File: config.mk
export PLATFORM = sky130hd
export DESIGN_NAME = bmau_out_flat
export DESIGN_NICKNAME = d
export VERILOG_FILES = /design/src/hw/rtl/booth_multiply_add_unit_assert.svh /design/src/hw/rtl/bmau_pkg.sv /design/src/hw/rtl/bmau_channels.sv /design/src/hw/rtl/bmau_out.sv /design/src/flat_wrapper.sv
export SDC_FILE = /design/constraint.sdc
export NUM_CORES = 1
export LEC_CHECK = 0
export BUFFER_PORTS_ARGS = -buffer_cell sky130_fd_sc_hd__clkbuf_2
export CAP_MARGIN = 5
export CORE_ASPECT_RATIO = 1.75
export CORE_MARGIN = 5
export CORE_UTILIZATION = 35
export CTS_BUF_LIST = sky130_fd_sc_hd__clkbuf_8
export CTS_CLUSTER_SIZE = 40
export DETAILED_ROUTE_END_ITERATION = 10
export PLACE_DENSITY = 0.73
export SYNTH_ARGS = -nofsm -noshare
export SYNTH_HDL_FRONTEND = slang
export SYNTH_SLANG_ARGS = --single-unit
File: constraint.sdc
create_clock -name clock -period 4.85 [get_ports clock]
set_input_delay 0.485 -clock clock [delete_from_list [all_inputs] [get_ports clock]]
set_output_delay 0.485 -clock clock [all_outputs]
set_load 0.02 [all_outputs]
File: src/hw/rtl/booth_multiply_add_unit_assert.svh
// Assertion macros shared by the booth multiply-add unit RTL.
`ifndef BOOTH_MULTIPLY_ADD_UNIT_ASSERT_SVH
`define BOOTH_MULTIPLY_ADD_UNIT_ASSERT_SVH
`ifndef SYNTHESIS
// Same-cycle implication, disabled during reset.
`define BMAU_ASSERT_IMPLIES(label, clk, rst, ante, cons) \
   label: assert property (@(posedge clk) disable iff (rst) (ante) |-> (cons)) \
      else $error("bmau assertion failed");
// Next-cycle implication, disabled during reset.
`define BMAU_ASSERT_NEXT(label, clk, rst, ante, cons) \
   label: assert property (@(posedge clk) disable iff (rst) (ante) |=> (cons)) \
      else $error("bmau assertion failed");
`else
`define BMAU_ASSERT_IMPLIES(label, clk, rst, ante, cons)
`define BMAU_ASSERT_NEXT(label, clk, rst, ante, cons)
`endif
`endif

File: src/hw/rtl/bmau_pkg.sv
// Shared types and constants of the booth multiply-add unit.
package bmau_pkg;

   localparam int unsigned DATA_WIDTH            = 32;
   localparam int unsigned OPERAND_WIDTH_DEFAULT = 32;

   localparam logic FUNC_ADD = 1'b0;
   localparam logic FUNC_MUL = 1'b1;

   // Booth recoding of {multiplier bit, previous bit}.
   localparam logic [1:0] BOOTH_SUB = 2'b10;
   localparam logic [1:0] BOOTH_ADD = 2'b01;

   typedef struct packed {
      logic valid;
      logic func;
      logic prev;
   } bmau_ctl_type;

endpackage

File: src/hw/rtl/bmau_channels.sv


interface bmau_rsp_if;
   logic                          valid;
   logic                          ready;
   logic [bmau_pkg::DATA_WIDTH-1:0] result_low;
   logic [bmau_pkg::DATA_WIDTH-1:0] result_high;

   modport source (output valid, output result_low, output result_high, input ready);
   modport sink   (input valid, input result_low, input result_high, output ready);
endinterface

File: src/hw/rtl/bmau_out.sv
// Output stage: formats the final Booth state into a response word and holds it.
module bmau_out #(
   parameter int unsigned OPERAND_WIDTH = bmau_pkg::OPERAND_WIDTH_DEFAULT,
   localparam int unsigned ACC_WIDTH = OPERAND_WIDTH + 2
) (
   input  logic                         clock,
   input  logic                         reset,
   input  bmau_pkg::bmau_ctl_type       in_ctl,
   input  logic signed [ACC_WIDTH-1:0]  in_acc,
   input  logic [OPERAND_WIDTH-1:0]     in_q,
   output logic                         in_ready,
   bmau_rsp_if.source                   rsp_ch
);

   logic                            valid_ff;
   logic [bmau_pkg::DATA_WIDTH-1:0] low_ff, low_in, high_ff, high_in;

   assign in_ready = !valid_ff || rsp_ch.ready;

   always_comb begin
      low_in                     = '0;
      low_in[OPERAND_WIDTH-1:0]  = in_q;
      high_in                    = '0;
      if (in_ctl.func == bmau_pkg::FUNC_MUL) begin
         high_in[OPERAND_WIDTH-1:0] = in_acc[OPERAND_WIDTH-1:0];
      end
   end

   always_ff @(posedge clock) begin
      if (reset) begin
         valid_ff <= 1'b0;
      end else if (in_ready) begin
         valid_ff <= in_ctl.valid;
      end
   end

   always_ff @(posedge clock) begin
      if (in_ready && in_ctl.valid) begin
         low_ff  <= low_in;
         high_ff <= high_in;
      end
   end

   assign rsp_ch.valid       = valid_ff;
   assign rsp_ch.result_low  = low_ff;
   assign rsp_ch.result_high = high_ff;

endmodule

File: src/flat_wrapper.sv
// flat-port wrapper written by rule: the top's interface ports become plain ports
module bmau_out_flat 
#(
   parameter int unsigned OPERAND_WIDTH = bmau_pkg::OPERAND_WIDTH_DEFAULT,
   localparam int unsigned ACC_WIDTH = OPERAND_WIDTH + 2
)
  (clock, reset, in_ctl, in_acc, in_q, in_ready, rsp_ch_valid, rsp_ch_result_low, rsp_ch_result_high, rsp_ch_ready);
  bmau_rsp_if rsp_ch_i ();
  input  logic clock;
  input  logic reset;
  input  bmau_pkg::bmau_ctl_type in_ctl;
  input  logic signed [ACC_WIDTH-1:0] in_acc;
  input  logic [OPERAND_WIDTH-1:0] in_q;
  output logic in_ready;
  output wire logic [$bits(rsp_ch_i.valid)-1:0] rsp_ch_valid;
  output wire logic [$bits(rsp_ch_i.result_low)-1:0] rsp_ch_result_low;
  output wire logic [$bits(rsp_ch_i.result_high)-1:0] rsp_ch_result_high;
  input wire logic [$bits(rsp_ch_i.ready)-1:0] rsp_ch_ready;
  assign rsp_ch_valid = rsp_ch_i.valid;
  assign rsp_ch_result_low = rsp_ch_i.result_low;
  assign rsp_ch_result_high = rsp_ch_i.result_high;
  assign rsp_ch_i.ready = rsp_ch_ready;
  bmau_out #(.OPERAND_WIDTH(OPERAND_WIDTH)) u_core (.clock(clock), .reset(reset), .in_ctl(in_ctl), .in_acc(in_acc), .in_q(in_q), .in_ready(in_ready), .rsp_ch(rsp_ch_i));
endmodule
# Word-level counts from Yosys, hierarchy flattened
# Cells that the tools add are included.
[word_totals]
mem_bits_ro = 0
latch_bits = 0
output_inout_bits = 66
n_memories = 0
ram_bits = 0
register_bits = 65
elab_cells = 6
[classes]
n_reduce_logical = 3
muxes = 0
n_mul = 0
n_eq_ne = 0
bitwise_logic = 0
shift = 0
magnitude_cmp = 0
n_addsub = 0
div_mod_pow = 0
[op_table]
columns = ["cell", "n"]
rows = [
  ["logical AND 1 bit", 1],
  ["zero test 1 bit", 1],
  ["logical OR 1 bit", 1],
]

# Logic depth before layout (Yosys ltp)
[depth]
depth_word = 3
depth_mapped = 2

# Least setup slack after synthesis
# No wires, ideal clock.
[synth_timing]
kind = "input to register"
startpoint = "input rsp_ch_ready"
endpoint = "register u_core.high_ff, in the netlist u_core.rsp_ch.result_high[0], enable pin"
path_slack_ns = 2.129
setup_ns = 0.429
path_stages = 2
arrival_ns = 2.292
required_time_ns = 4.421
path_cell_list = "nand2b_1 and2_1"
[synth_via]
elab_chain_cells = 2
[synth_lines]
columns = ["item", "line", "text"]
rows = [
  ["start: declaration", "flat_wrapper.sv:18", "input wire logic [$bits(rsp_ch_i.ready)-1:0] rsp_ch_ready;"],
  ["logical OR 1 bit", "bmau_out.sv:18", "assign in_ready = !valid_ff || rsp_ch.ready;"],
  ["logical AND 1 bit", "bmau_out.sv:38", "if (in_ready && in_ctl.valid) begin"],
  ["end signal: assignment", "bmau_out.sv:40", "high_ff <= high_in;"],
  ["end: declaration", "bmau_out.sv:16", "logic [bmau_pkg::DATA_WIDTH-1:0] low_ff, low_in, high_ff, high_in;"],
]
# Every way passes these cells.
# A chain may end at the register's enable or synchronous reset.

# Final worst setup path
[layout_timing]
startpoint = "register u_core.valid_ff, in the netlist u_core.rsp_ch.valid"
endpoint = "register u_core.high_ff, in the netlist u_core.rsp_ch.result_high[10], enable pin"
[layout_via]
elab_chain_cells = 3
[layout_lines]
columns = ["item", "line", "text"]
rows = [
  ["start: declaration", "bmau_out.sv:15", "logic valid_ff;"],
  ["start signal: assignment", "bmau_out.sv:33", "valid_ff <= in_ctl.valid;"],
  ["zero test 1 bit", "bmau_out.sv:18", ""],
  ["logical OR 1 bit", "bmau_out.sv:18", ""],
  ["logical AND 1 bit", "bmau_out.sv:38", ""],
]
# Every way passes these cells.

==> reports/results.tsv <==
metric	value	unit
share of layout cells above drive strength 1	71.0	%
vias per inst	4.21	
number of global-route vias before repair	1546	
#FFs+latches synth	65	
Critical Path Source Type	flop	
antenna violations before repair	0	
Post-synth ARST share	0	%
DRC errors left	0	
Synth cell types	8	
HP Class	input pin to flop	
Layout area overhead	41.7	%
H-tree levels	3	
Nets	319	
critical path's top delay family	simple AND/OR/NAND/NOR gates	
CTS buffer count	9	
wire per inst	14.6	um
EDFF count, synth	64	
top-area cell type share of the netlist area	86.6	%
most frequent cell after synthesis	edfxtp_1	
ANT cells	0	
hold endpoint	u_core.rsp_ch.valid	
max-cap viol count	0	
post-route ant nets	0	
clk slew on worst S/H paths	0.06	ns
port bufs	134	
Setup Viol. Count Final	0	
clock latency at the later pin of the worst-skew pair	0.33	ns
reg2reg setup slack	2.98	ns
Worst VDD drop	271	uV
post-synthesis sequential area ratio	87.5	%
Die Wd	70.2	um
worst r2r src	u_core.rsp_ch.valid	
WHS Path Cells	2	
most frequent cells after synthesis	edfxtp_1, and2_2, clkbuf_2	
Total GRT Usage	12.2	%
total area of sequential cells	0.00194	mm2
CP peak stage delay	0.59	ns
Area contributors post-synth	edfxtp_1, and2_2, dfxtp_1	
Achievable Freq	0.536	GHz
First-pass DRT Iterations	4	
RD Place Congestion	0.743	
Crit. End Element	flop	
Syn. warnings	0	
number of setup buffers added after CTS	0	
crit-path max FO	34	
reg2reg path depth	3	
CP max stage cell	and2_2	
Mapped Nets	176	
Post-Route WL	4850	um
crit path buf inv count	1	
first-pass GRT wire length	7130	um
Leakage	1.42	nW
largest net degree at the start of global routing	35	
outcome	completed	
Overflow after GRT	0	
Arr. time, crit path	1.84	ns
min-delay src	reset	
setup TNS	0	ns
mapped cell area	0.00222	mm2
# rows	38	
Yosys top cell by area	edfxtp_1	
Slew Limit Fails	0	
worst path required time	4.83	ns
minimum clock period	1.87	ns
worst slew pin tran	0.671	ns
Synth Flop Type	edfxtp_1	
Filler cells	577	
crit path kind	flop to flop	
Post-Syn Instances	104	
dpl cell area	0.00298	mm2
total number of vias	1397	
# hold bufs at CTS	0	
CTS Sinks	65	
crit share post-route	38.5	%
Die ar.	0.00809	mm2
post_cts resized	0	
Iteration-0 DRC Markers	31	
CTS tree	yes	
CTS Root Cell	clkbuf_8	
Rel. slew slack	55.3	%
Ports	138	
Final Hold Vio Count	0	
clock buffer depth	2	
Clock Skews	0.00698	ns
FF-to-FF End	u_core.rsp_ch.result_high[10]	
core area	0.00618	mm2
mean area per synthesized cell	21.3	um2
chip height	115	um
multi-input logic area	259	um2
crit path cell chain	nand2b_1 > and2_2 > buf_4	
Post-DP HPWL	3900	um
RSZ-0062 raised after global routing	false	
Finished Cell Area	0.00314	mm2
power per cell area	371	mW/mm2
initial core utilization	35.9	%
sequential cells by signal, summed over array words and instances, names as in the netlist:
name and count:
u_core.rsp_ch.result_high 32, u_core.rsp_ch.result_low 32, u_core.rsp_ch.valid 1
cells in the final DEF, fill, tap and decap left out:
| cell | instances |
|---|---|
| a21oi_1 | 1 |
| clkbuf_8 | 10 |
| buf_4 | 1 |
| edfxtp_1 | 64 |
| clkbuf_2 | 134 |
| nand2b_1 | 1 |
| clkinv_2 | 1 |
| and2_2 | 33 |
| inv_1 | 6 |
| dfxtp_1 | 1 |
layout make-up:
class / count / share of cell area (%)
Clock buffer: 10 / 4.38
Clock inverter: 6 / 0.756
Inverter: 1 / 0.119
Multi-Input combinational cell: 35 / 8.24
Sequential cell: 65 / 61.8
Tap cell: 80 / 3.18
Timing Repair Buffer: 135 / 21.6
metal layers:
layer,track usage [%],vias up,part of all wire [%]
met5,0,-,0
met4,7.54,0,3.2
met3,6.21,14,9.0
met1,9.30,646,28
li1,-,663,-
met2,23.1,74,60
where the power goes:
| part | leakage [nW] | total (mW) | internal [mW] | switching [mW] |
|---|---|---|---|---|
| Clock | 0.102 | 0.367 | 0.189 | 0.178 |
| Combinational | 0.683 | 0.132 | 0.0507 | 0.0817 |
| Sequential | 0.637 | 0.668 | 0.659 | 0.00897 |
| Total | 1.42 | 1.17 | 0.899 | 0.268 |
stage by stage:
stage	power, mW	setup WS, ns	hold WS [ns]	cells	utilization [%]
after global routing	1.22	2.87	0.299	332	50.9
after detailed placement	0.816	2.64	0.519	316	48.3
after global placement	0.810	2.71	0.498	316	48.3
after CTS	1.18	2.94	0.290	332	50.9
final	1.17	2.98	0.312	332	50.9
after floorplan	0.750	2.13	0.554	104	-
worst max path at each step:
stage / from / to / slack, ns / depth (start not counted)
CTS: u_core.rsp_ch.valid / u_core.rsp_ch.result_high[10] / 2.94 / 3
detailed placement: rsp_ch_ready / u_core.rsp_ch.result_high[12] / 2.64 / 4
global route: u_core.rsp_ch.valid / u_core.rsp_ch.result_high[8] / 2.87 / 3
finish: u_core.rsp_ch.valid / u_core.rsp_ch.result_high[10] / 2.98 / 3
floorplan: rsp_ch_ready / u_core.rsp_ch.result_high[0] / 2.13 / 2
global placement: rsp_ch_ready / u_core.rsp_ch.result_high[10] / 2.71 / 4
worst register-to-register path, cell delays in order (launching register included):
cell and delay (ns):
dfxtp_1 0.31, nand2b_1 0.10, and2_2 0.60, buf_4 0.51
kinds of logic after synthesis:
kind of cell	Yosys count	synth area share [%]
AO/OA/AOI/OAI	1	0.225
buffers and inverters	4	0.846
flip-flops	65	87.5
AND/OR/NAND/NOR	34	11.4
Note: power is estimated with default switching activity, not from simulation.
