File: config.mk
export PLATFORM = sky130hd
export DESIGN_NAME = bmau_step
export DESIGN_NICKNAME = d
export VERILOG_FILES = /design/src/hw/rtl/bmau_pkg.sv /design/src/hw/rtl/bmau_step.sv
export VERILOG_INCLUDE_DIRS = /design/src /design/src/hw/rtl
export SDC_FILE = /design/constraint.sdc
export NUM_CORES = 1
export LEC_CHECK = 0
export BUFFER_PORTS_ARGS = -buffer_cell sky130_fd_sc_hd__clkbuf_2
export CORE_MARGIN = 5
export CORE_UTILIZATION = 52
export DETAILED_ROUTE_END_ITERATION = 6
export GPL_TIMING_DRIVEN = 0
export HOLD_SLACK_MARGIN = 0.03
export PLACE_DENSITY_LB_ADDON = 0.15
export SYNTH_ARGS = -nofsm -noshare
export SYNTH_HDL_FRONTEND = slang
export SYNTH_SLANG_ARGS = --single-unit
File: constraint.sdc
create_clock -name clock -period 4.8 [get_ports clock]
set_input_delay 0 -clock clock [delete_from_list [all_inputs] [get_ports clock]]
set_output_delay 0 -clock clock [all_outputs]
set_load 0.02 [all_outputs]
File: src/hw/rtl/booth_multiply_add_unit_assert.svh
// Assertion macros shared by the booth multiply-add unit RTL.
`ifndef BOOTH_MULTIPLY_ADD_UNIT_ASSERT_SVH
`define BOOTH_MULTIPLY_ADD_UNIT_ASSERT_SVH
`ifndef SYNTHESIS
// Same-cycle implication, disabled during reset.
`define BMAU_ASSERT_IMPLIES(label, clk, rst, ante, cons) \
   label: assert property (@(posedge clk) disable iff (rst) (ante) |-> (cons)) \
      else $error("bmau assertion failed");
// Next-cycle implication, disabled during reset.
`define BMAU_ASSERT_NEXT(label, clk, rst, ante, cons) \
   label: assert property (@(posedge clk) disable iff (rst) (ante) |=> (cons)) \
      else $error("bmau assertion failed");
`else
`define BMAU_ASSERT_IMPLIES(label, clk, rst, ante, cons)
`define BMAU_ASSERT_NEXT(label, clk, rst, ante, cons)
`endif
`endif

File: src/hw/rtl/bmau_pkg.sv
// Shared types and constants of the booth multiply-add unit.
package bmau_pkg;

   localparam int unsigned DATA_WIDTH            = 32;
   localparam int unsigned OPERAND_WIDTH_DEFAULT = 32;

   localparam logic FUNC_ADD = 1'b0;
   localparam logic FUNC_MUL = 1'b1;

   // Booth recoding of {multiplier bit, previous bit}.
   localparam logic [1:0] BOOTH_SUB = 2'b10;
   localparam logic [1:0] BOOTH_ADD = 2'b01;

   typedef struct packed {
      logic valid;
      logic func;
      logic prev;
   } bmau_ctl_type;

endpackage

File: src/hw/rtl/bmau_step.sv
// One radix-2 Booth step: conditional add or subtract, then arithmetic right shift.
`include "booth_multiply_add_unit_assert.svh"

module bmau_step #(
   parameter int unsigned OPERAND_WIDTH = bmau_pkg::OPERAND_WIDTH_DEFAULT,
   localparam int unsigned ACC_WIDTH = OPERAND_WIDTH + 2
) (
   input  logic                         clock,
   input  logic                         reset,
   input  bmau_pkg::bmau_ctl_type       in_ctl,
   input  logic signed [ACC_WIDTH-1:0]  in_acc,
   input  logic [OPERAND_WIDTH-1:0]     in_q,
   input  logic [OPERAND_WIDTH-1:0]     in_mcand,
   output logic                         in_ready,
   output bmau_pkg::bmau_ctl_type       out_ctl,
   output logic signed [ACC_WIDTH-1:0]  out_acc,
   output logic [OPERAND_WIDTH-1:0]     out_q,
   output logic [OPERAND_WIDTH-1:0]     out_mcand,
   input  logic                         out_ready
);

   bmau_pkg::bmau_ctl_type       ctl_ff, ctl_in;
   logic signed [ACC_WIDTH-1:0]  acc_ff, acc_in, acc_sum, mcand_ext;
   logic [OPERAND_WIDTH-1:0]     q_ff, q_in;
   logic [OPERAND_WIDTH-1:0]     mcand_ff;

   assign in_ready  = !ctl_ff.valid || out_ready;
   assign mcand_ext = $signed({{2{in_mcand[OPERAND_WIDTH-1]}}, in_mcand});

   always_comb begin
      case ({in_q[0], in_ctl.prev})
         bmau_pkg::BOOTH_SUB: acc_sum = in_acc - mcand_ext;
         bmau_pkg::BOOTH_ADD: acc_sum = in_acc + mcand_ext;
         default:             acc_sum = in_acc;
      endcase
      ctl_in = in_ctl;
      if (in_ctl.func == bmau_pkg::FUNC_MUL) begin
         ctl_in.prev = in_q[0];
         q_in        = {acc_sum[0], in_q[OPERAND_WIDTH-1:1]};
         acc_in      = {acc_sum[ACC_WIDTH-1], acc_sum[ACC_WIDTH-1:1]};
      end else begin
         q_in        = in_q;
         acc_in      = in_acc;
      end
   end

   always_ff @(posedge clock) begin
      if (reset) begin
         ctl_ff <= '0;
      end else if (in_ready) begin
         ctl_ff <= ctl_in;
      end
   end

   always_ff @(posedge clock) begin
      if (in_ready && in_ctl.valid) begin
         acc_ff   <= acc_in;
         q_ff     <= q_in;
         mcand_ff <= in_mcand;
      end
   end

   assign out_ctl   = ctl_ff;
   assign out_acc   = acc_ff;
   assign out_q     = q_ff;
   assign out_mcand = mcand_ff;

   `BMAU_ASSERT_NEXT(a_step_hold, clock, reset, ctl_ff.valid && !out_ready,
      ctl_ff.valid && $stable(acc_ff) && $stable(q_ff))
   `BMAU_ASSERT_IMPLIES(a_add_acc_zero, clock, reset,
      ctl_ff.valid && ctl_ff.func == bmau_pkg::FUNC_ADD, acc_ff == '0)

endmodule

# --- After elaboration in Yosys (flattened, before gate mapping) ---
# Cells that the tools add are included.
word_totals:
  output_inout_bits: 102
  inputBits: 104
  ff_bits: 101
  wordCells: 17
op_classes:
  reduce_logical: 3
  addsub: 2
  eq_ne: 2
  mux: 4
op_table:
  columns: ["operator", "n"]
  rows:
  - ["34-bit case mux with 2 select lines", 1]
  - ["34-bit by 32-bit adder with 34-bit output", 1]
  - ["34-bit 2-to-1 mux", 1]
  - ["34-bit by 32-bit subtractor with 34-bit output", 1]
  - ["32-bit 2-to-1 mux", 1]
  - ["2-bit by 1-bit == test with 1-bit output, second input constant", 1]
  - ["2-bit == test, second input constant", 1]
  - ["1-bit logical AND", 1]
  - ["1-bit logical NOT", 1]
  - ["1-bit logical OR", 1]
  - ["1-bit 2-to-1 mux", 1]

# --- Logic depth before layout (Yosys ltp) ---
depth:
  ltp_word: 3
  depth_mapped: 19
  mapped_depth_nobuf: 18

# --- Worst setup path after synthesis ---
# Ideal clock, no wire load.
synth_path:
  path_type: "input port to flip-flop"
  from: "input in_mcand[3]"
  to: "register acc_ff[32] (netlist: out_acc[32]), data pin"
  n_path_buf: 1
  cell_stages: 18
  required_ps: 4648
  arrival_time_ps: 3419
  path_slack_ps: 1229
  cell_sequence: "or3_4 -> nor3b_2 -> nand2_1 -> or2_2 -> nor2_1 -> a21oi_1 -> xor2_1 -> ha_1 -> clkbuf_1 -> a21o_1 -> a21o_1 -> a21oi_1 -> nand3_1 -> nor3_2 -> o31ai_2 -> xor2_1 -> or3_1 -> a31oi_1"
synth_between:
  elab_chain_len: 3
  word_cells_on_any_way: 4
  classes_between: "add/sub (2); mux (2)"
synth_lines:
  columns: ["element", "line", "source"]
  rows:
  - ["start, declared", "bmau_step.sv:13", "input logic [OPERAND_WIDTH-1:0] in_mcand,"]
  - ["34-bit by 32-bit adder with 34-bit output / 34-bit by 32-bit subtractor with 34-bit output (equally long branches)", "bmau_step.sv:33, bmau_step.sv:32", null]
  - ["34-bit case mux with 2 select lines *", "bmau_step.sv:31", "case ({in_q[0], in_ctl.prev})"]
  - ["34-bit 2-to-1 mux *", "bmau_step.sv:37", "if (in_ctl.func == bmau_pkg::FUNC_MUL) begin"]
  - ["net acc_in[32]", "bmau_step.sv:23", "logic signed [ACC_WIDTH-1:0] acc_ff, acc_in, acc_sum, mcand_ext;"]
  - ["end signal, assigned", "bmau_step.sv:57", "acc_ff <= acc_in;"]
  - ["end, declared", "bmau_step.sv:23", null]
# The timed path passes the listed nets; every way through them passes the cells marked *.
# A chain may end at the register's enable or synchronous reset.

# --- Worst setup path in the final report ---
layout_path:
  from: "input in_mcand[3]"
  to: "register acc_ff[31] (netlist: out_acc[31]), data pin"
# Same word-level chain as after synthesis.

==> impl_results.md <==
- Outcome: completed
- Port bufs: about 200
- Top-Level Pins: roughly 200
- Setup tns final: 0 ps
- Max Buffers Root-to-Sink: 2
- Crit share post-route: 0.916
- Mean Syn Cell Area: 10.6 sq um
- Peak VDD IR: 0.000165 V
- Crit start category: primary input
- Clk slew on worst S/H paths: 70 ps
- RSZ-0062 raised after global routing: false
- Syn Nets: about 760
- Final instance area: ~9000 sq um
- Row cnt: 41
- Layout cells sized above 1: 0.293
- Crit-path max cell delay: around 540 ps
- PD cells: ~300 nW/um^2
- Fin. Hold Viols: 0
- First-pass GRT wire length: between 30000 and 40000 um
- Clock root buffer: clkbuf_16
- Ys Warns: 0
- Core area: ~13000 sq um
- Post-CTS resize count: 0
- Gate power share: 0.329
- CP required: 4910 ps
- DP HPWL: ~15000 um
- Pint: 1.83 mW
- Crit end category: flip-flop
- Via density: 5.56
- Leakage: 3.86 nW
- Final setup vio count: 0
- Leading area contributor after synthesis: edfxtp_1
- Relative slew slack: 0.535
- Max-cap violations: 0
- Seq pwr share: 0.395
- Die Wd: approximately 120 um
- Num CTS Buffers: 9
- Clk_lat worst skew: 360 ps
- Final GP Congestion: 0.917
- Worst setup path class: primary input to flip-flop
- Vias post-DR: 6154
- CP cell instances: dlygate4sd3_1, clkbuf_2, or3_4, nor4_4, nand2_4, nor3_1, nor2_1, xor2_1, ha_1, a211oi_1, nor2_1, nor4_1, a21oi_1, o31ai_1, a21oi_1, a21oi_1, xnor2_1, a221o_1
- Post-CTS setup buffers: 0
- Vias in the first global route: 6198
- Slowest CP cell: dlygate4sd3_1
- Final Power: ~2.7 mW
- Area growth syn-to-layout: 37.8%
- Starting density of the core: 0.524
- Total track usage: 0.278
- Die height: 122 um
- Drt pass-1 iters: 5
- Die area: between 10000 and 15000 sq um
- Top cells by area, synth: edfxtp_1 45%, ha_1 6.7%, a21oi_1 6.4%
- DRC: 0
- Initial antenna violation count: 0
- Wire per inst: between 15 and 20 um
- Synthesized flop and latch total: roughly 100
- R2R setup slack: 2880 ps
- Synth async-reset ratio: 0
- CP max FO: 6
- Net switching power: around 0.9 mW
- Fin nets: approximately 1100
- Final Skew: between 4 and 5 ps
- 1st-iter DRT viols: 416
- ANT nets after route: 0
- CTS tree: yes
- Cells after Synth: approximately 620
- Post-route minimum period: between 4000 and 5000 ps
- Sequential share of the synthesized area: 0.458
- DRT Wirelength: between 20000 and 25000 um
- Diodes inserted: 0
- Final Max Tran Viols: 0
- Least-Margin Pin Slew: 698 ps
- DP Area: approximately 8000 sq um
- Unique masters post-synth: 60
- EDFF count, synth: 98
- FMAX: roughly 0.23 GHz
- CP top delay family: simple AND/OR/NAND/NOR gates
- Net Sw Frac: 0.327
- Pin count of the biggest net entering global routing: 54
- H-Tree Depth: 3
- Dominant synthesized flop cell: edfxtp_1
- Crit path top cell by count: a21oi_1
- Netlist Area Pre-Place: between 6000 and 7000 sq um
- Buf+Inv Stages, Crit Path: 2
- Power share of the clock group: 0.276
- Global route overflow: 0
- Clk sinks: roughly 100
- Synth top area share: 0.449
- Worst hold path class: primary input to flip-flop
- Crit path DAT: around 4500 ps
[placed cells by master (no fill, tap or decap), types with 8 or more instances in the layout]
cell           netlist  final
xnor2_1             20     20
xor2_1              40     40
edfxtp_1            98     98
clkbuf_2             0    204
nor2b_1             14     14
clkbuf_16            0      9
ha_1                35     35
mux2_2              33     33
inv_1               10     10
nor3_1               9      9
nand2_1             30     30
nand3_1              8      8
mux2i_1             11     11
a21oi_1             84     84
dlygate4sd3_1        0     92
o21ai_0             12     12
nor2_1              84     84
clkbuf_1            19     19
a21o_1              17     17
[cell families after synthesis]
kind of cell,share of synthesized area
compound gates,0.145
xor+xnor,0.0801
fa+ha+maj,0.0698
buf+inv,0.0196
flops,0.458
mux,0.0769
simple gates,0.150
[per-layer routing]
layer | track usage | routed length (um) | up-vias
met1 | 0.361 | 8830 | 2912
li1 | - | - | 2930
met5 | 0 | 0 | -
met3 | 0.0608 | 1660 | 33
met4 | 0.100 | 421 | 0
met2 | 0.461 | 9830 | 279
[area by class of cell]
cell class              instances  area (sq um)
fillers                       953          3480
multi-input cells             487          3430
flip-flops and latches        101          3000
repair buffers                297          1960
clock buffers                   9           225
well taps                     172           215
plain buffers                  23          91.3
clock inverters                 7          72.6
inverters                      10          37.5
[cells in the mapped netlist, types with 5 or more instances]
cell type and n:
nor2_1 84, nand2_1 30, xor2_1 40, inv_1 10
a221o_1 5, clkbuf_1 19, mux2_2 33, xnor2_1 20
o21ai_0 12, nand2b_1 5, ha_1 35, mux2i_1 11
a21oi_1 84, and2_1 5, nand3_1 8, a21o_1 17
a31oi_1 6, nor2b_1 14, nor3_1 9, edfxtp_1 98
[flip-flops by register name (all words and copies together) (netlist names)]
signal	count
out_acc	34
out_mcand	32
out_ctl	3
out_q	32
[worst paths after layout]
| check | start | cells after the start | to |
|---|---|---|---|
| setup / recovery | in_mcand[3] | 18 | out_acc[31] |
| hold / removal | in_acc[2] | 3 | out_acc[2] |
| setup reg to reg | out_ctl[2] | 4 | out_q[10] |
| hold reg to reg | out_ctl[1] | 2 | out_ctl[1] |
[per-stage QoR]
step                hold slack [ps]  setup slack (ps)   util  cells
finish                         30.1               403  0.722   1106
global route                   44.5               122  0.722   1106
CTS                            30.4               480  0.722   1106
detailed placement              204               577  0.625    998
global placement                187               634  0.623    997
floorplan                      69.1              1230      -    621
[what timing repair did]
item | in CTS | in global routing
endpoints found under the setup margin | 0 | 0
hold endpoints to repair | 78 | 0
hold buffers | 92 | 0
[power by group through the flow]
stage	clock (mW)	sequential [mW]	combinational [mW]
final	0.752	1.07	0.898
after global routing	0.802	1.08	0.976
after CTS	0.751	1.07	0.880
after detailed placement	0	1.09	0.812
after global placement	0	1.10	0.795
after floorplan	0	1.18	0.467
[worst min-delay path, stage by stage]
cell,delay (ps)
clkbuf_2,120
nor2_1,40
a21oi_1,110
Power figures use the tool's default switching activity.
