**config.mk**
```make
export PLATFORM = sky130hd
export DESIGN_NAME = bmau_entry_flat
export DESIGN_NICKNAME = d
export VERILOG_FILES = /design/src/hw/rtl/booth_multiply_add_unit_assert.svh /design/src/hw/rtl/bmau_pkg.sv /design/src/hw/rtl/bmau_channels.sv /design/src/hw/rtl/bmau_entry.sv /design/src/flat_wrapper.sv
export SDC_FILE = /design/constraint.sdc
export NUM_CORES = 1
export LEC_CHECK = 0
export BUFFER_PORTS_ARGS = -buffer_cell sky130_fd_sc_hd__buf_2
export CAP_MARGIN = 0
export CORE_MARGIN = 10
export CORE_UTILIZATION = 49
export DETAILED_ROUTE_END_ITERATION = 6
export HOLD_SLACK_MARGIN = 0.02
export PLACE_DENSITY = 0.93
export SLEW_MARGIN = 10
export SYNTH_ARGS = -nofsm -noshare
export SYNTH_HDL_FRONTEND = slang
export SYNTH_SLANG_ARGS = --single-unit
```
**constraint.sdc**
```tcl
create_clock -name clock -period 4.28 [get_ports clock]
set_clock_uncertainty 0.2 [all_clocks]
set_input_delay 0.856 -clock clock [delete_from_list [all_inputs] [get_ports clock]]
set_output_delay 0.856 -clock clock [all_outputs]
set_load 0.03 [all_outputs]
```
**src/hw/rtl/booth_multiply_add_unit_assert.svh**
```systemverilog
// Assertion macros shared by the booth multiply-add unit RTL.
`ifndef BOOTH_MULTIPLY_ADD_UNIT_ASSERT_SVH
`define BOOTH_MULTIPLY_ADD_UNIT_ASSERT_SVH
`ifndef SYNTHESIS
// Same-cycle implication, disabled during reset.
`define BMAU_ASSERT_IMPLIES(label, clk, rst, ante, cons) \
   label: assert property (@(posedge clk) disable iff (rst) (ante) |-> (cons)) \
      else $error("bmau assertion failed");
// Next-cycle implication, disabled during reset.
`define BMAU_ASSERT_NEXT(label, clk, rst, ante, cons) \
   label: assert property (@(posedge clk) disable iff (rst) (ante) |=> (cons)) \
      else $error("bmau assertion failed");
`else
`define BMAU_ASSERT_IMPLIES(label, clk, rst, ante, cons)
`define BMAU_ASSERT_NEXT(label, clk, rst, ante, cons)
`endif
`endif

```
**src/hw/rtl/bmau_pkg.sv**
```systemverilog
// Shared types and constants of the booth multiply-add unit.
package bmau_pkg;

   localparam int unsigned DATA_WIDTH            = 32;
   localparam int unsigned OPERAND_WIDTH_DEFAULT = 32;

   localparam logic FUNC_ADD = 1'b0;
   localparam logic FUNC_MUL = 1'b1;

   // Booth recoding of {multiplier bit, previous bit}.
   localparam logic [1:0] BOOTH_SUB = 2'b10;
   localparam logic [1:0] BOOTH_ADD = 2'b01;

   typedef struct packed {
      logic valid;
      logic func;
      logic prev;
   } bmau_ctl_type;

endpackage

```
**src/hw/rtl/bmau_channels.sv**
```systemverilog
// Request and response channel interfaces of the booth multiply-add unit.
interface bmau_req_if;
   logic                                 valid;
   logic                                 ready;
   logic                                 func;
   logic signed [bmau_pkg::DATA_WIDTH-1:0] operand_a;
   logic signed [bmau_pkg::DATA_WIDTH-1:0] operand_b;

   modport source (output valid, output func, output operand_a, output operand_b,
                   input ready);
   modport sink   (input valid, input func, input operand_a, input operand_b,
                   output ready);
endinterface


```
**src/hw/rtl/bmau_entry.sv**
```systemverilog
// Entry stage: captures a request word, forms the sum and seeds the Booth state.
module bmau_entry #(
   parameter int unsigned OPERAND_WIDTH = bmau_pkg::OPERAND_WIDTH_DEFAULT,
   localparam int unsigned ACC_WIDTH = OPERAND_WIDTH + 2
) (
   input  logic                         clock,
   input  logic                         reset,
   bmau_req_if.sink                     req_ch,
   output bmau_pkg::bmau_ctl_type       out_ctl,
   output logic signed [ACC_WIDTH-1:0]  out_acc,
   output logic [OPERAND_WIDTH-1:0]     out_q,
   output logic [OPERAND_WIDTH-1:0]     out_mcand,
   input  logic                         out_ready
);

   bmau_pkg::bmau_ctl_type       ctl_ff, ctl_in;
   logic [OPERAND_WIDTH-1:0]     q_ff, q_in;
   logic [OPERAND_WIDTH-1:0]     mcand_ff;
   logic                         take;

   assign req_ch.ready = !ctl_ff.valid || out_ready;
   assign take         = req_ch.valid && req_ch.ready;

   always_comb begin
      ctl_in.valid = req_ch.valid;
      ctl_in.func  = req_ch.func;
      ctl_in.prev  = 1'b0;
      // An add leaves its sum in the multiplier register; the Booth stages pass it on.
      if (req_ch.func == bmau_pkg::FUNC_ADD) begin
         q_in = req_ch.operand_a[OPERAND_WIDTH-1:0] + req_ch.operand_b[OPERAND_WIDTH-1:0];
      end else begin
         q_in = req_ch.operand_b[OPERAND_WIDTH-1:0];
      end
   end

   always_ff @(posedge clock) begin
      if (reset) begin
         ctl_ff <= '0;
      end else if (req_ch.ready) begin
         ctl_ff <= ctl_in;
      end
   end

   always_ff @(posedge clock) begin
      if (take) begin
         q_ff     <= q_in;
         mcand_ff <= req_ch.operand_a[OPERAND_WIDTH-1:0];
      end
   end

   assign out_ctl   = ctl_ff;
   assign out_acc   = '0;
   assign out_q     = q_ff;
   assign out_mcand = mcand_ff;

endmodule

```
**src/flat_wrapper.sv**
```systemverilog
// flat-port wrapper written by rule: the top's interface ports become plain ports
module bmau_entry_flat 
#(
   parameter int unsigned OPERAND_WIDTH = bmau_pkg::OPERAND_WIDTH_DEFAULT,
   localparam int unsigned ACC_WIDTH = OPERAND_WIDTH + 2
)
  (clock, reset, out_ctl, out_acc, out_q, out_mcand, out_ready, req_ch_valid, req_ch_func, req_ch_operand_a, req_ch_operand_b, req_ch_ready);
  bmau_req_if req_ch_i ();
  input  logic clock;
  input  logic reset;
  output bmau_pkg::bmau_ctl_type out_ctl;
  output logic signed [ACC_WIDTH-1:0] out_acc;
  output logic [OPERAND_WIDTH-1:0] out_q;
  output logic [OPERAND_WIDTH-1:0] out_mcand;
  input  logic out_ready;
  input wire logic [$bits(req_ch_i.valid)-1:0] req_ch_valid;
  input wire logic [$bits(req_ch_i.func)-1:0] req_ch_func;
  input wire logic [$bits(req_ch_i.operand_a)-1:0] req_ch_operand_a;
  input wire logic [$bits(req_ch_i.operand_b)-1:0] req_ch_operand_b;
  output wire logic [$bits(req_ch_i.ready)-1:0] req_ch_ready;
  assign req_ch_i.valid = req_ch_valid;
  assign req_ch_i.func = req_ch_func;
  assign req_ch_i.operand_a = req_ch_operand_a;
  assign req_ch_i.operand_b = req_ch_operand_b;
  assign req_ch_ready = req_ch_i.ready;
  bmau_entry #(.OPERAND_WIDTH(OPERAND_WIDTH)) u_core (.clock(clock), .reset(reset), .req_ch(req_ch_i), .out_ctl(out_ctl), .out_acc(out_acc), .out_q(out_q), .out_mcand(out_mcand), .out_ready(out_ready));
endmodule
```
Word level (Yosys, flattened, before mapping)
Cells that the tools add are included.
{ "word_totals": {"register_bits": 66, "inputBits": 69, "output_inout_bits": 102} }
{ "classes": {"n_addsub": 1, "muxes": 1, "n_reduce_logical": 3} }
{ "ops": {"columns": ["cell", "count"], "rows": [
  ["adder 32 bit", 1],
  ["2-to-1 mux 32 bit", 1],
  ["logical AND 1 bit", 1],
  ["zero test 1 bit", 1],
  ["logical OR 1 bit", 1]
]} }

Depth between registers and ports, before layout
{ "logic_depth": {"depth_word": 3, "depth_mapped": 11} }

Least setup slack after synthesis
No wires, ideal clock.
{ "synth_timing": {"kind": "input to register", "startpoint": "in req_ch_operand_b[18]", "endpoint": "reg u_core.q_ff[27] (netlist: u_core.out_q[27]) (data pin)", "setup_ns": 0.268, "arrival_ns": 2.996, "required_time_ns": 3.812, "slack_ns": 0.815, "stages": 11, "n_path_buf": 1, "path_cell_list": "ha_1 -> buf_6 -> a21o_1 -> a311o_1 -> a21o_1 -> a221oi_2 -> o21ai_2 -> a41o_1 -> o21a_1 -> nor3_1 -> o31ai_2"} }
{ "synth_between": {"elab_chain_cells": 2} }
{ "synth_lines": {"columns": ["element", "line_no", "text"], "rows": [
  ["start: declaration", "flat_wrapper.sv:19", "input wire logic [$bits(req_ch_i.operand_b)-1:0] req_ch_operand_b;"],
  ["adder 32 bit", "bmau_entry.sv:30", "q_in = req_ch.operand_a[OPERAND_WIDTH-1:0] + req_ch.operand_b[OPERAND_WIDTH-1:0];"],
  ["2-to-1 mux 32 bit", "bmau_entry.sv:29", "if (req_ch.func == bmau_pkg::FUNC_ADD) begin"],
  ["named net u_core.q_in[27]", "bmau_entry.sv:17", "logic [OPERAND_WIDTH-1:0] q_ff, q_in;"],
  ["end signal: assignment", "bmau_entry.sv:46", "q_ff <= q_in;"],
  ["end: declaration", "bmau_entry.sv:17", null]
]} }
The timed path passes the listed nets, and every way through them passes these cells.
A chain may end at the register's enable or synchronous reset.

Worst setup path after layout
{ "layout_timing": {"startpoint": "in req_ch_operand_b[0]", "endpoint": "reg u_core.q_ff[26] (netlist: u_core.out_q[26]) (data pin)"} }
The elaborated chain is that of the path after synthesis.

==> results.yml <==
run_status:
  status: "finished clean"
placement:
  io_buffer_count: 135
  hpwl_um: 8593
  finalWeightedCongestion: 0.8722
clock_network:
  cts_root_buf: "clkbuf_8"
  cts_buffers: 9
  cts_resized: 0
  cts_tree: "built"
  clk_latency_ns: 0.35
  clkTransAtPathRegs_ns: 0.08
  hold_buffers: 0
  cts_buffer_depth: 2
  cts_sinks: 66
  htreeDepth: 3
  cts_setup_buffers: 0
sta:
  finalCriticalPeriod_ns: 3.618
  rsz0062_at_grt: "false"
  max_freq_ghz: 0.2764
  relSlewSlack_pct: 34.67
  hold_viol_final: 0
  drv_slew: 0
  tightest_slew_ns: 0.9799
  setup_viol: 0
  period_share_pct: 84.53
  setup_tns_ns: 0
critical_path:
  r2r_end: "u_core.out_mcand[13]"
  arrival_ns: 3.47
  cp_max_fo: 3
  worstPathRequired_ns: 4.13
  worstSetupPathType: "in -> reg"
  crit_path_end_kind: "register"
  cp-start-kind: "primary input"
  rr_worst_depth: 4
  reg2reg_from: "u_core.out_ctl[2]"
  ff2ff_setup_slack_ns: 2.33
power:
  p_switching_w: 0.0006427
  swShare_pct: 33.35
  powerDensity_mw_per_mm2: 382.3
  p_leak_nw: 2.300
  seqPwrFrac_pct: 40.8
  clkPwrFrac_pct: 31.3
  intPower_w: 0.001284
  peakVddDrop_uv: 173.9
  p_comb_share_pct: 27.9
routing:
  dr_total_vias: 3464
  drt-initial-drc-count: 205
  drtAntennaViolNets: 0
  wl_per_cell_um: 17.18
  route.detailed.drc: 0
  wl_um: 11120
  viasPerCell: 5.354
  dr.pass1.iters: 4
synth:
  ys_seq_area_share_pct: 46.79
  syn_area_mm2: 0.004193
  synthArstFlopShare_pct: 0
  synth-edff-count: 64
  ys_ff_latch: 66
  synthCells: 404
  synth_cell_types: 46
  syn_avg_cell_area_um2: 10.38
  ys.flop_type: "edfxtp_1"
  yosysWarnings: 0
hold_path:
  min-delay-start: "u_core.out_ctl[1]"
  whs_endpoint: "u_core.out_ctl[1]"
  hold_depth: 2
  hp-class: "reg -> reg"
floorplanning:
  die_area_mm2: 0.01266
  die_w_um: 112.5
  std_cell_rows: 33
  coreArea_mm2: 0.008258
  pin_count: 171
  die_h_um: 112.5
  initial_core_util_pct: 50.77
final_layout:
  antennaDiodeCount: 0
  fin_util_pct: 61.05
  area_growth_pct: 20.23
  final_layout_size_suffix_gt1_share_pct: 29.89
  nNetsFinal: 638
global_routing:
  grt_pass1_wl_um: 17680
  grt_overflow: 0
  grt_pass1_vias: 3494
  antenna_found_initial: 0
  grt_max_degree: 65
  grt_usage_pct: 16.97
run:
  drv_cap: 0
## cells by family (layout without fill, tap and decap cells)
group                      Yosys count  count (layout)  share of synthesized area [%]
AOI/OAI and AO/OA                  121             121                          18.02
xor gates and xnor gates            28              28                          5.849
adders and majority gates           32              32                          9.728
buffers and inverters               53             157                          8.057
DFF                                 66              66                          46.79
muxes                                3               3                         0.8057
other                                1              35                        0.08944
and+or+nand+nor                    100             100                          10.65
## per-stage QoR
step           total power (W)  cell area (um2)  hold slack, ns  worst slack, ns  cells
6_report              0.001927             5041          0.2650           0.6620    647
5_1_grt               0.002026             5041          0.2927           0.4334    647
4_1_cts               0.001934             5041          0.2748           0.7156    647
3_5_place_dp          0.001334             4817          0.2653           0.3565    631
3_3_place_gp          0.001320             4817          0.2317           0.4010    631
2_1_floorplan         0.001215             4320          0.3696           0.8154    438
## sequential cells by signal, summed over array words and instances, names as in the netlist
| register | flops |
|---|---|
| u_core.out_mcand | 32 |
| u_core.out_q | 32 |
| u_core.out_ctl | 2 |
## Yosys cell counts, drive strengths merged (4+ instances only)
cell	instances	area (um2)
buf	36	274.0
a21oi	26	130.1
nand2	48	180.2
edfxtp	64	1922
clkbuf	12	45.04
o211ai	4	30.03
nand4	4	25.02
a21o	19	145.1
xnor2	10	87.58
nor2b	6	37.54
o31ai	5	42.54
xor2	18	157.7
inv	5	18.77
nor2	18	67.56
o21ai	47	239.0
nor3	6	30.03
ha	31	387.9
nand3	6	30.03
## worst max-delay path, stage by stage
cell	delay, ns
buf_2	0.11
ha_1	0.24
fa_1	0.42
a21oi_1	0.28
o211a_1	0.24
nor3_1	0.07
o21ai_0	0.32
a21oi_1	0.19
o211ai_1	0.32
o21ai_0	0.15
xnor2_1	0.17
o21ai_0	0.11
## layout by cell type, fill, tap and decap left out, types with 3 or more instances in the layout
cell type  instances
a31oi_1            3
inv_1              5
xnor2_1           10
o21ai_0           46
xor2_1            18
o211ai_1           4
mux2_2             3
conb_1            35
nand2_1           48
buf_2            135
nand3_1            6
o21a_1             3
nor2b_1            6
ha_1              31
nor3_1             6
nand4_1            4
nor2_1            18
edfxtp_1          64
clkbuf_8           9
a21oi_1           26
a21o_1            17
o31ai_1            4
a211oi_1           3
## power groups by stage
| stage | Clock, W | Sequential (W) | Combinational, W |
|---|---|---|---|
| floorplan | 0 | 0.000905 | 0.000310 |
| global placement | 0 | 0.000799 | 0.000522 |
| detailed placement | 0 | 0.000801 | 0.000533 |
| CTS | 0.000610 | 0.000786 | 0.000537 |
| global route | 0.000646 | 0.000791 | 0.000590 |
| finish | 0.000603 | 0.000786 | 0.000538 |
## routing by layer
layer	global-route usage [%]	wire length, um	vias up
li1	-	-	1687
met3	6.763	1119	18
met2	27.58	5246	193
met5	0	0	-
met4	5.838	197	0
met1	19.95	4555	1566
## how the worst max path moves through the flow
stage                     depth (start not counted)                to  slack [ns]                 start
after CTS                                        12  u_core.out_q[26]        0.72   req_ch_operand_b[0]
after floorplan                                  11  u_core.out_q[27]        0.82  req_ch_operand_b[18]
after global placement                           11  u_core.out_q[28]        0.40  req_ch_operand_b[16]
after detailed placement                         12  u_core.out_q[26]        0.36   req_ch_operand_b[0]
after global routing                             12  u_core.out_q[26]        0.43   req_ch_operand_b[0]
final                                            12  u_core.out_q[26]        0.66   req_ch_operand_b[0]
## layout make-up
type                    instances  area, um2
clock buffers                   9      123.9
clock inverters                 7      100.1
fillers                       697       3217
inverters                       5      18.77
multi-input cells             319       2022
flip-flops and latches         66       1962
well taps                     105      131.4
repair buffers                136      683.2
No activity file was read; power rests on OpenSTA's default activity.
